## src/rtl/core/fixed_point_atan2_degrees_defines.svh

```systemverilog
// Assertion macros used by the fixed-point atan2 top level.
`ifndef FIXED_POINT_ATAN2_DEGREES_DEFINES_SVH
`define FIXED_POINT_ATAN2_DEGREES_DEFINES_SVH

// Same-cycle implication, checked on every rising clk edge out of reset.
`define FPA_ASSERT_IMPL(name, ante, cons, msg) \
  name: assert property (@(posedge clk) disable iff (!rst_n) (ante) |-> (cons)) \
    else $error(msg);

// Next-cycle implication, checked on every rising clk edge out of reset.
`define FPA_ASSERT_NEXT(name, ante, cons, msg) \
  name: assert property (@(posedge clk) disable iff (!rst_n) (ante) |=> (cons)) \
    else $error(msg);

`endif

```

## src/rtl/core/fpa_pkg.sv

```systemverilog
// Shared constants and types for the fixed-point atan2 block.
`default_nettype none

package fpa_pkg;

  // Default number of fraction bits in the ratio
  localparam int FRAC_BITS_DEF = 10;

  // Field widths
  localparam int IN_W  = 16;        // y / x components
  localparam int MAG_W = IN_W + 1;  // |y| and divisor magnitude (up to 65536)
  localparam int ANG_W = 9;         // angle in degrees

  // Polynomial sum needs this many bits above the fraction bits
  localparam int POLY_GROW = 8;

  // Angle constants
  localparam int BASE_RIGHT = 45;
  localparam int BASE_LEFT  = 135;
  localparam int LIN_COEF   = -56;
  localparam int CUBE_COEF  = 11;
  localparam int HALF_TURN  = 180;

  // Side information that rides along with each request
  typedef struct packed {
    logic y_zero;  // y is zero: fixed answer, ratio unused
    logic x_neg;   // left half plane: base 135
    logic y_neg;   // negate the final angle
    logic neg_q;   // ratio numerator negative
  } side_t;

endpackage

`default_nettype wire

```

## src/rtl/core/fpa_if.sv

```systemverilog
// Valid/ready channel interfaces for the atan2 request and result streams.
`default_nettype none

interface fpa_in_if import fpa_pkg::*; ();
  logic                    valid;
  logic                    ready;
  logic signed [IN_W-1:0]  y_value;
  logic signed [IN_W-1:0]  x_value;

  modport source (output valid, output y_value, output x_value, input ready);
  modport sink   (input valid, input y_value, input x_value, output ready);
endinterface

interface fpa_out_if import fpa_pkg::*; ();
  logic                     valid;
  logic                     ready;
  logic signed [ANG_W-1:0]  angle_deg;

  modport source (output valid, output angle_deg, input ready);
  modport sink   (input valid, input angle_deg, output ready);
endinterface

`default_nettype wire

```

## src/rtl/core/fpa_div.sv

```systemverilog
// Pipelined restoring divider: (num << FRAC_BITS) / den, one quotient bit per stage.
`default_nettype none

module fpa_div import fpa_pkg::*; #(
  parameter int FRAC_BITS = FRAC_BITS_DEF
) (
  input  logic                 clk,
  input  logic                 rst_n,
  input  logic                 in_valid,
  output logic                 in_ready,
  input  logic [IN_W-1:0]      num_mag,
  input  logic [MAG_W-1:0]     den,
  input  side_t                in_side,
  output logic                 out_valid,
  input  logic                 out_ready,
  output logic [FRAC_BITS:0]   quo,
  output side_t                out_side
);

  // Numerator never exceeds the divisor, so the quotient has FRAC_BITS+1 bits
  localparam int NST = FRAC_BITS + 1;

  logic [NST-1:0]     vld_r;
  logic [NST:0]       rdy;
  logic [MAG_W-1:0]   rem_r  [NST];
  logic [MAG_W-1:0]   den_r  [NST];
  logic [FRAC_BITS:0] quo_r  [NST];
  side_t              side_r [NST];

  assign rdy[NST] = out_ready;

  for (genvar i = 0; i < NST; i++) begin : g_stage
    logic [MAG_W:0]     trial;
    logic [MAG_W-1:0]   den_in;
    logic [FRAC_BITS:0] quo_in;
    side_t              side_in;
    logic               vld_in;
    logic               ge;

    // A stage moves when it is empty or its successor moves
    assign rdy[i] = !vld_r[i] || rdy[i+1];

    if (i == 0) begin : g_first
      assign trial   = {2'b00, num_mag};
      assign den_in  = den;
      assign quo_in  = '0;
      assign side_in = in_side;
      assign vld_in  = in_valid;
    end else begin : g_next
      assign trial   = {rem_r[i-1], 1'b0};
      assign den_in  = den_r[i-1];
      assign quo_in  = quo_r[i-1];
      assign side_in = side_r[i-1];
      assign vld_in  = vld_r[i-1];
    end

    // Trial subtract: remainder stays below the divisor
    assign ge = trial >= {1'b0, den_in};

    always_ff @(posedge clk) begin
      if (!rst_n) begin
        vld_r[i] <= 1'b0;
      end else if (rdy[i]) begin
        vld_r[i] <= vld_in;
      end
    end

    always_ff @(posedge clk) begin
      if (rdy[i]) begin
        rem_r[i]  <= ge ? MAG_W'(trial - {1'b0, den_in}) : trial[MAG_W-1:0];
        den_r[i]  <= den_in;
        quo_r[i]  <= {quo_in[FRAC_BITS-1:0], ge};
        side_r[i] <= side_in;
      end
    end
  end

  assign in_ready  = rdy[0];
  assign out_valid = vld_r[NST-1];
  assign quo       = quo_r[NST-1];
  assign out_side  = side_r[NST-1];

endmodule

`default_nettype wire

```

## src/rtl/core/fixed_point_atan2_degrees.sv

```systemverilog
// Top level: pipelined fixed-point atan2 in whole degrees.
//
//   channel   dir   handshake               payload
//   in_ch     in    valid / ready           y_value[15:0] s, x_value[15:0] s
//   out_ch    out   valid / ready           angle_deg[8:0] s
//
// One request per cycle while out_ch.ready is high; two prep stages,
// FRAC_BITS + 1 divider stages, five polynomial/output stages. Every stage
// holds a valid bit; a stage advances when empty or when the next advances, so
// bubbles are squeezed out and the input stays open while a finished result
// waits until stages fill. Reset (rst_n, synchronous) clears the valid bits only.
`default_nettype none

`include "fixed_point_atan2_degrees_defines.svh"

module fixed_point_atan2_degrees import fpa_pkg::*; #(
  parameter int FRAC_BITS = FRAC_BITS_DEF
) (
  input  logic      clk,
  input  logic      rst_n,
  fpa_in_if.sink    in_ch,
  fpa_out_if.source out_ch
);

  localparam int QW = FRAC_BITS + 1;          // quotient magnitude
  localparam int RW = FRAC_BITS + 2;          // signed ratio, |r| <= 1.0
  localparam int PW = 2 * RW;                 // product width
  localparam int LW = FRAC_BITS + POLY_GROW;  // polynomial sum
  localparam int AW = ANG_W + 1;              // angle before negation

  // Stage readiness, output side first
  logic rdy1, rdy2, rdy3, rdy4, rdy5, rdy6, rdy7;
  logic div_in_ready, div_out_valid;
  logic [QW-1:0] div_quo;
  side_t div_side;

  logic p1_v_r, p2_v_r, s3_v_r, s4_v_r, s5_v_r, s6_v_r, out_v_r;

  assign rdy7 = !out_v_r || out_ch.ready;
  assign rdy6 = !s6_v_r || rdy7;
  assign rdy5 = !s5_v_r || rdy6;
  assign rdy4 = !s4_v_r || rdy5;
  assign rdy3 = !s3_v_r || rdy4;
  assign rdy2 = !p2_v_r || div_in_ready;
  assign rdy1 = !p1_v_r || rdy2;

  assign in_ch.ready = rdy1;

  // Valid bits
  always_ff @(posedge clk) begin
    if (!rst_n) begin
      p1_v_r  <= 1'b0;
      p2_v_r  <= 1'b0;
      s3_v_r  <= 1'b0;
      s4_v_r  <= 1'b0;
      s5_v_r  <= 1'b0;
      s6_v_r  <= 1'b0;
      out_v_r <= 1'b0;
    end else begin
      if (rdy1) p1_v_r  <= in_ch.valid;
      if (rdy2) p2_v_r  <= p1_v_r;
      if (rdy3) s3_v_r  <= div_out_valid;
      if (rdy4) s4_v_r  <= s3_v_r;
      if (rdy5) s5_v_r  <= s4_v_r;
      if (rdy6) s6_v_r  <= s5_v_r;
      if (rdy7) out_v_r <= s6_v_r;
    end
  end

  // Stage 1: |y| (|-32768| = 32768 in 17 bits) and sign flags
  logic [MAG_W-1:0]       y_ext;
  logic [MAG_W-1:0]       p1_ay_nxt;
  side_t                  p1_side_nxt;
  logic [MAG_W-1:0]       p1_ay_r;
  logic signed [IN_W-1:0] p1_x_r;
  side_t                  p1_side_r;

  always_comb begin
    y_ext              = {in_ch.y_value[IN_W-1], in_ch.y_value};
    p1_ay_nxt          = in_ch.y_value[IN_W-1] ? ~y_ext + MAG_W'(1) : y_ext;
    p1_side_nxt.y_zero = (in_ch.y_value == '0);
    p1_side_nxt.x_neg  = in_ch.x_value[IN_W-1];
    p1_side_nxt.y_neg  = in_ch.y_value[IN_W-1];
    p1_side_nxt.neg_q  = 1'b0;
  end

  always_ff @(posedge clk) begin
    if (rdy1) begin
      p1_ay_r   <= p1_ay_nxt;
      p1_x_r    <= in_ch.x_value;
      p1_side_r <= p1_side_nxt;
    end
  end

  // Stage 2: numerator / divisor per half plane, numerator magnitude
  logic [MAG_W:0]   x_w, ay_w, num_w, den_w, mag_w;
  side_t            p2_side_nxt;
  logic [IN_W-1:0]  p2_num_r;
  logic [MAG_W-1:0] p2_den_r;
  side_t            p2_side_r;

  always_comb begin
    x_w   = {{2{p1_x_r[IN_W-1]}}, p1_x_r};
    ay_w  = {1'b0, p1_ay_r};
    num_w = p1_side_r.x_neg ? x_w + ay_w : x_w - ay_w;
    den_w = p1_side_r.x_neg ? ay_w - x_w : x_w + ay_w;
    mag_w = num_w[MAG_W] ? ~num_w + (MAG_W+1)'(1) : num_w;
    p2_side_nxt       = p1_side_r;
    p2_side_nxt.neg_q = num_w[MAG_W];
  end

  always_ff @(posedge clk) begin
    if (rdy2) begin
      p2_num_r  <= mag_w[IN_W-1:0];
      p2_den_r  <= den_w[MAG_W-1:0];
      p2_side_r <= p2_side_nxt;
    end
  end

  // Divider: truncating quotient magnitude
  fpa_div #(
    .FRAC_BITS (FRAC_BITS)
  ) u_div (
    .clk       (clk),
    .rst_n     (rst_n),
    .in_valid  (p2_v_r),
    .in_ready  (div_in_ready),
    .num_mag   (p2_num_r),
    .den       (p2_den_r),
    .in_side   (p2_side_r),
    .out_valid (div_out_valid),
    .out_ready (rdy3),
    .quo       (div_quo),
    .out_side  (div_side)
  );

  // Stage 3: apply sign to the ratio (truncation toward zero)
  logic [RW-1:0]        q_ext;
  logic signed [RW-1:0] s3_r_r;
  side_t                s3_side_r;

  assign q_ext = {1'b0, div_quo};

  always_ff @(posedge clk) begin
    if (rdy3) begin
      s3_r_r    <= $signed(div_side.neg_q ? ~q_ext + RW'(1) : q_ext);
      s3_side_r <= div_side;
    end
  end

  // Stage 4: r^2 with floor shift
  logic signed [PW-1:0] prod2;
  logic signed [RW-1:0] s4_r2_r, s4_r_r;
  side_t                s4_side_r;

  assign prod2 = PW'(s3_r_r) * PW'(s3_r_r);

  always_ff @(posedge clk) begin
    if (rdy4) begin
      s4_r2_r   <= RW'(prod2 >>> FRAC_BITS);
      s4_r_r    <= s3_r_r;
      s4_side_r <= s3_side_r;
    end
  end

  // Stage 5: r^3 with floor shift
  logic signed [PW-1:0] prod3;
  logic signed [RW-1:0] s5_r3_r, s5_r_r;
  side_t                s5_side_r;

  assign prod3 = PW'(s4_r2_r) * PW'(s4_r_r);

  always_ff @(posedge clk) begin
    if (rdy5) begin
      s5_r3_r   <= RW'(prod3 >>> FRAC_BITS);
      s5_r_r    <= s4_r_r;
      s5_side_r <= s4_side_r;
    end
  end

  // Stage 6: polynomial -56*r + 11*r^3
  logic signed [LW-1:0] r_w, r3_w, lin_nxt;
  logic signed [LW-1:0] s6_lin_r;
  side_t                s6_side_r;

  always_comb begin
    r_w     = LW'(s5_r_r);
    r3_w    = LW'(s5_r3_r);
    lin_nxt = LW'(LIN_COEF) * r_w + LW'(CUBE_COEF) * r3_w;
  end

  always_ff @(posedge clk) begin
    if (rdy6) begin
      s6_lin_r  <= lin_nxt;
      s6_side_r <= s5_side_r;
    end
  end

  // Stage 7: base + scaled polynomial, sign, zero-y override
  logic signed [AW-1:0]    poly_deg, base_deg, ang_pos, ang_fin;
  logic signed [ANG_W-1:0] out_angle_r;

  always_comb begin
    poly_deg = AW'(s6_lin_r >>> FRAC_BITS);
    base_deg = s6_side_r.x_neg ? AW'(BASE_LEFT) : AW'(BASE_RIGHT);
    ang_pos  = base_deg + poly_deg;
    if (s6_side_r.y_zero) begin
      ang_fin = s6_side_r.x_neg ? AW'(HALF_TURN) : '0;
    end else if (s6_side_r.y_neg) begin
      ang_fin = -ang_pos;
    end else begin
      ang_fin = ang_pos;
    end
  end

  always_ff @(posedge clk) begin
    if (rdy7) begin
      out_angle_r <= ang_fin[ANG_W-1:0];
    end
  end

  assign out_ch.valid     = out_v_r;
  assign out_ch.angle_deg = out_angle_r;

  // Checks
  `FPA_ASSERT_IMPL(a_angle_range, out_ch.valid,
    (out_ch.angle_deg <= HALF_TURN) && (out_ch.angle_deg >= -HALF_TURN),
    "angle outside -180..180")
  `FPA_ASSERT_IMPL(a_quo_bound, div_out_valid && !div_side.y_zero,
    div_quo <= QW'(1 << FRAC_BITS), "ratio magnitude above 1.0")
  `FPA_ASSERT_IMPL(a_stall_from_output, !in_ch.ready, out_ch.valid,
    "input blocked while output empty")
  `FPA_ASSERT_NEXT(a_last_stage_moves, s6_v_r && rdy7, out_ch.valid,
    "request lost at output register")

endmodule

`default_nettype wire
```

## src/flat_wrapper.sv

```systemverilog
// flat-port wrapper written by rule: the top's interface ports become plain ports
module fixed_point_atan2_degrees_flat import fpa_pkg::*;
#(
  parameter int FRAC_BITS = FRAC_BITS_DEF
)
  (clk, rst_n, in_ch_valid, in_ch_y_value, in_ch_x_value, in_ch_ready, out_ch_valid, out_ch_angle_deg, out_ch_ready);
  fpa_in_if in_ch_i ();
  fpa_out_if out_ch_i ();
  input  logic clk;
  input  logic rst_n;
  input wire logic [$bits(in_ch_i.valid)-1:0] in_ch_valid;
  input wire logic [$bits(in_ch_i.y_value)-1:0] in_ch_y_value;
  input wire logic [$bits(in_ch_i.x_value)-1:0] in_ch_x_value;
  output wire logic [$bits(in_ch_i.ready)-1:0] in_ch_ready;
  output wire logic [$bits(out_ch_i.valid)-1:0] out_ch_valid;
  output wire logic [$bits(out_ch_i.angle_deg)-1:0] out_ch_angle_deg;
  input wire logic [$bits(out_ch_i.ready)-1:0] out_ch_ready;
  assign in_ch_i.valid = in_ch_valid;
  assign in_ch_i.y_value = in_ch_y_value;
  assign in_ch_i.x_value = in_ch_x_value;
  assign in_ch_ready = in_ch_i.ready;
  assign out_ch_valid = out_ch_i.valid;
  assign out_ch_angle_deg = out_ch_i.angle_deg;
  assign out_ch_i.ready = out_ch_ready;
  fixed_point_atan2_degrees #(.FRAC_BITS(FRAC_BITS)) u_core (.clk(clk), .rst_n(rst_n), .in_ch(in_ch_i), .out_ch(out_ch_i));
endmodule
```

## config.mk

```make
export PLATFORM = sky130hd
export DESIGN_NAME = fixed_point_atan2_degrees_flat
export DESIGN_NICKNAME = d
export VERILOG_FILES = /design/src/rtl/core/fpa_pkg.sv /design/src/rtl/core/fpa_if.sv /design/src/rtl/core/fpa_div.sv /design/src/rtl/core/fixed_point_atan2_degrees.sv /design/src/flat_wrapper.sv
export VERILOG_INCLUDE_DIRS = /design/src /design/src/rtl/core
export SDC_FILE = /design/constraint.sdc
export NUM_CORES = 2
export LEC_CHECK = 0
export BUFFER_PORTS_ARGS = -buffer_cell sky130_fd_sc_hd__clkbuf_2
export CORE_MARGIN = 5
export CORE_UTILIZATION = 43
export DETAILED_ROUTE_END_ITERATION = 10
export HOLD_SLACK_MARGIN = 0.12
export SYNTH_ARGS = -nofsm -noshare
export SYNTH_HDL_FRONTEND = slang
export SYNTH_SLANG_ARGS = --single-unit
export TNS_END_PERCENT = 5
```

## constraint.sdc

```tcl
create_clock -name clk -period 19.2 [get_ports clk]
set_input_delay 5.76 -clock clk [delete_from_list [all_inputs] [get_ports clk]]
set_output_delay 5.76 -clock clk [all_outputs]
set_load 0.02 [all_outputs]
```

==> out/summary.txt <==
Avg Cell Area, Syn = 11.05 um2
final-stage net count = 4,724
first-pass GRT wire length = 138,600 um
Final Setup Violations = 0
Die ar. = 108,300 um2
Max Cap Violations = 0
Synth top area share = 41.82%
max_slew headroom = 19.32%
WS Path Type = primary input to output pin
Port Buf Inserts = 46
DRT iter0 DRCs = 1,452
Crit Path Max Fanout = 37
Worst Path Required = 13.44 ns
synth top area cells = edfxtp_1, fa_1, ha_1, inv_1, xnor2_1
CTS tree = built
Synth Instances = 3,965
status = complete, no violations
crit start category = primary input
Root Driver = clkbuf_16
DR pass1 iterations = 5
TritonCTS buffer count = 74
Hold/Removal Path Class = flop to flop
Netlist cell types = 85
Post-synth EDFFs = 610
Std-Cell Rows = 117
Mapped Nets = 4,670
Synth Cell Area = 43,800 um2
largest net degree at the start of global routing = 49
antenna cells = 0
filler cell count = 9,271
WP data arrival = 9.38 ns
Setup crit end kind = output pin
Final Cycle Share = 78.87%
later-pin clock latency in the skew report = 0.63 ns
Post-CTS Setup Repair Bufs = 0
H-tree levels = 3
Synth async-reset ratio = 0%
Final ANT Viol Nets = 0
clk sink count = 628
Core Area = 101,400 um2
Total GRT Usage = 15.60%
Post-route DRC = 0
# hold bufs at CTS = 0
Design Area, Final = 47,990 um2
Hold Fails Final Rpt = 0
Horiz. Die Dim = 329.1 um
sequential area share after synthesis = 42.65%
Routed WL = 82,640 um
Post-DP Area = 45,590 um2
register area = 18,680 um2
fmax = 0.06603 GHz
clk buf depth = 3
skew final = 0.02347 ns
Yosys reg bits = 628
I/O pins = 47
Starting Density = 43.17%
Clk pin slew, worst setup/hold paths = 0.06 ns
Routed wire per std cell = 15.17 um
commonest cells in the netlist = inv_1, edfxtp_1, ha_1
Main synth FF type = edfxtp_1
Final min period = 15.14 ns
number of global-route vias before repair = 27,410
Detailed Place HPWL = 64,410 um
Synth Warn # = 0
GRT overflow = 0
multi-input logic area = 22,390 um2
Area Growth Syn to Fin = 9.573%
share of layout cells above drive strength 1 = 6.793%
Die H = 329.1 um
vias per inst = 5.003
setup TNS = 0 ns
most numerous cell in the Yosys netlist = inv_1
post-cts sizing count = 0
worst-margin pin slew = 1.206 ns
antenna violations before repair = 0
max-slew violation count = 0
Yosys top cell by area = edfxtp_1
RSZ-0062 raised after global routing = no
Vias = 27,240
GPL Wtd Cong = 0.8411
==> metrics by stage <==
step / hold slack [ns] / setup WS, ns / cells / utilization (%)
5_1_grt: 0.4130 / 3.659 / 5446 / 47.30
3_3_place_gp: 0.4002 / 4.089 / 5311 / 44.94
4_1_cts: 0.4078 / 3.980 / 5446 / 47.30
6_report: 0.4081 / 4.056 / 5446 / 47.30
2_1_floorplan: 0.4003 / 4.843 / 3965 / -
3_5_place_dp: 0.4045 / 4.068 / 5311 / 44.94
==> critical path: stages <==
cell	delay [ns]
clkbuf_2	0.09
nor2b_1	0.32
inv_1	0.32
nor2_1	0.47
and2_1	0.30
inv_1	0.34
nor3_1	0.63
and3_1	0.29
and2_1	0.24
nand3_2	0.09
buf_4	0.27
clkbuf_2	0.23
==> kinds of logic after synthesis <==
logic type	after synthesis	synth area share, %
simple gates	901	9.799
mux	97	2.437
compound gates	637	9.294
other cells	1	0.008562
fa+ha+maj	669	23.59
flops	628	42.65
xor+xnor	288	5.760
buf+inv	744	6.468
==> per-layer routing <==
layer | global-route usage (%) | routed length, um | vias up
met5 | 0 | 0 | -
met4 | 4.064 | 1684 | 0
met3 | 2.317 | 3057 | 122
met2 | 26.96 | 40400 | 384
met1 | 20.72 | 37500 | 13140
li1 | - | - | 13600
==> area by class of cell <==
class / count / area share, %
Clock inverter: 46 / 0.9725
Timing Repair Buffer: 57 / 0.6518
Multi-Input combinational cell: 2593 / 46.67
Tap cell: 1368 / 3.567
Inverter: 665 / 5.202
Clock buffer: 89 / 4.020
Sequential cell: 628 / 38.92
==> final timing paths <==
kind              slack [ns]             endpoint  cells after the start                 from
setup reg to reg       12.56   u_core.s4_r2_r[11]                     20     u_core.s3_r_r[6]
hold / removal          0.41  u_core.s6_side_r[1]                      0  u_core.s5_side_r[1]
hold reg to reg         0.41  u_core.s6_side_r[1]                      0  u_core.s5_side_r[1]
setup / recovery        4.06          in_ch_ready                     12         out_ch_ready
==> state kept, by name (all words and copies together) (netlist names), 9 cells and up <==
register	cells
u_core.u_div.den_r	170
u_core.u_div.rem_r	170
u_core.u_div.quo_r	66
u_core.u_div.side_r	44
u_core.p1_ay_r	17
u_core.p2_den_r	17
u_core.p1_x_r	15
u_core.p2_num_r	15
u_core.s3_r_r	12
u_core.s4_r2_r	12
u_core.s4_r_r	12
u_core.s5_r3_r	12
u_core.s5_r_r	12
u_core.u_div.g_stage.vld_in	10
u_core.out_ch.angle_deg	9
==> cells in the final DEF, fill, tap and decap left out, types with 14 or more instances in the layout <==
cell type and instances:
a21boi_0 17, a21o_1 52, a21oi_1 161, a31oi_1 20, and2_1 85, and3_1 14
clkbuf_1 14, clkbuf_16 75, clkbuf_2 46, clkinv_1 16, dfxtp_1 18, edfxtp_1 610
fa_1 261, ha_1 408, inv_1 662, mux2_2 77, mux2i_1 20, nand2_1 299
nand2b_1 50, nand3_1 29, nand4_1 31, nor2_1 209, nor2b_1 55, nor3_1 70
o21a_1 57, o21ai_0 169, o31ai_1 22, xnor2_1 202, xor2_1 86
Power is left out: the tool's default activity adds up to more than one toggle a clock period on the data nets, which glitch-free logic cannot reach.
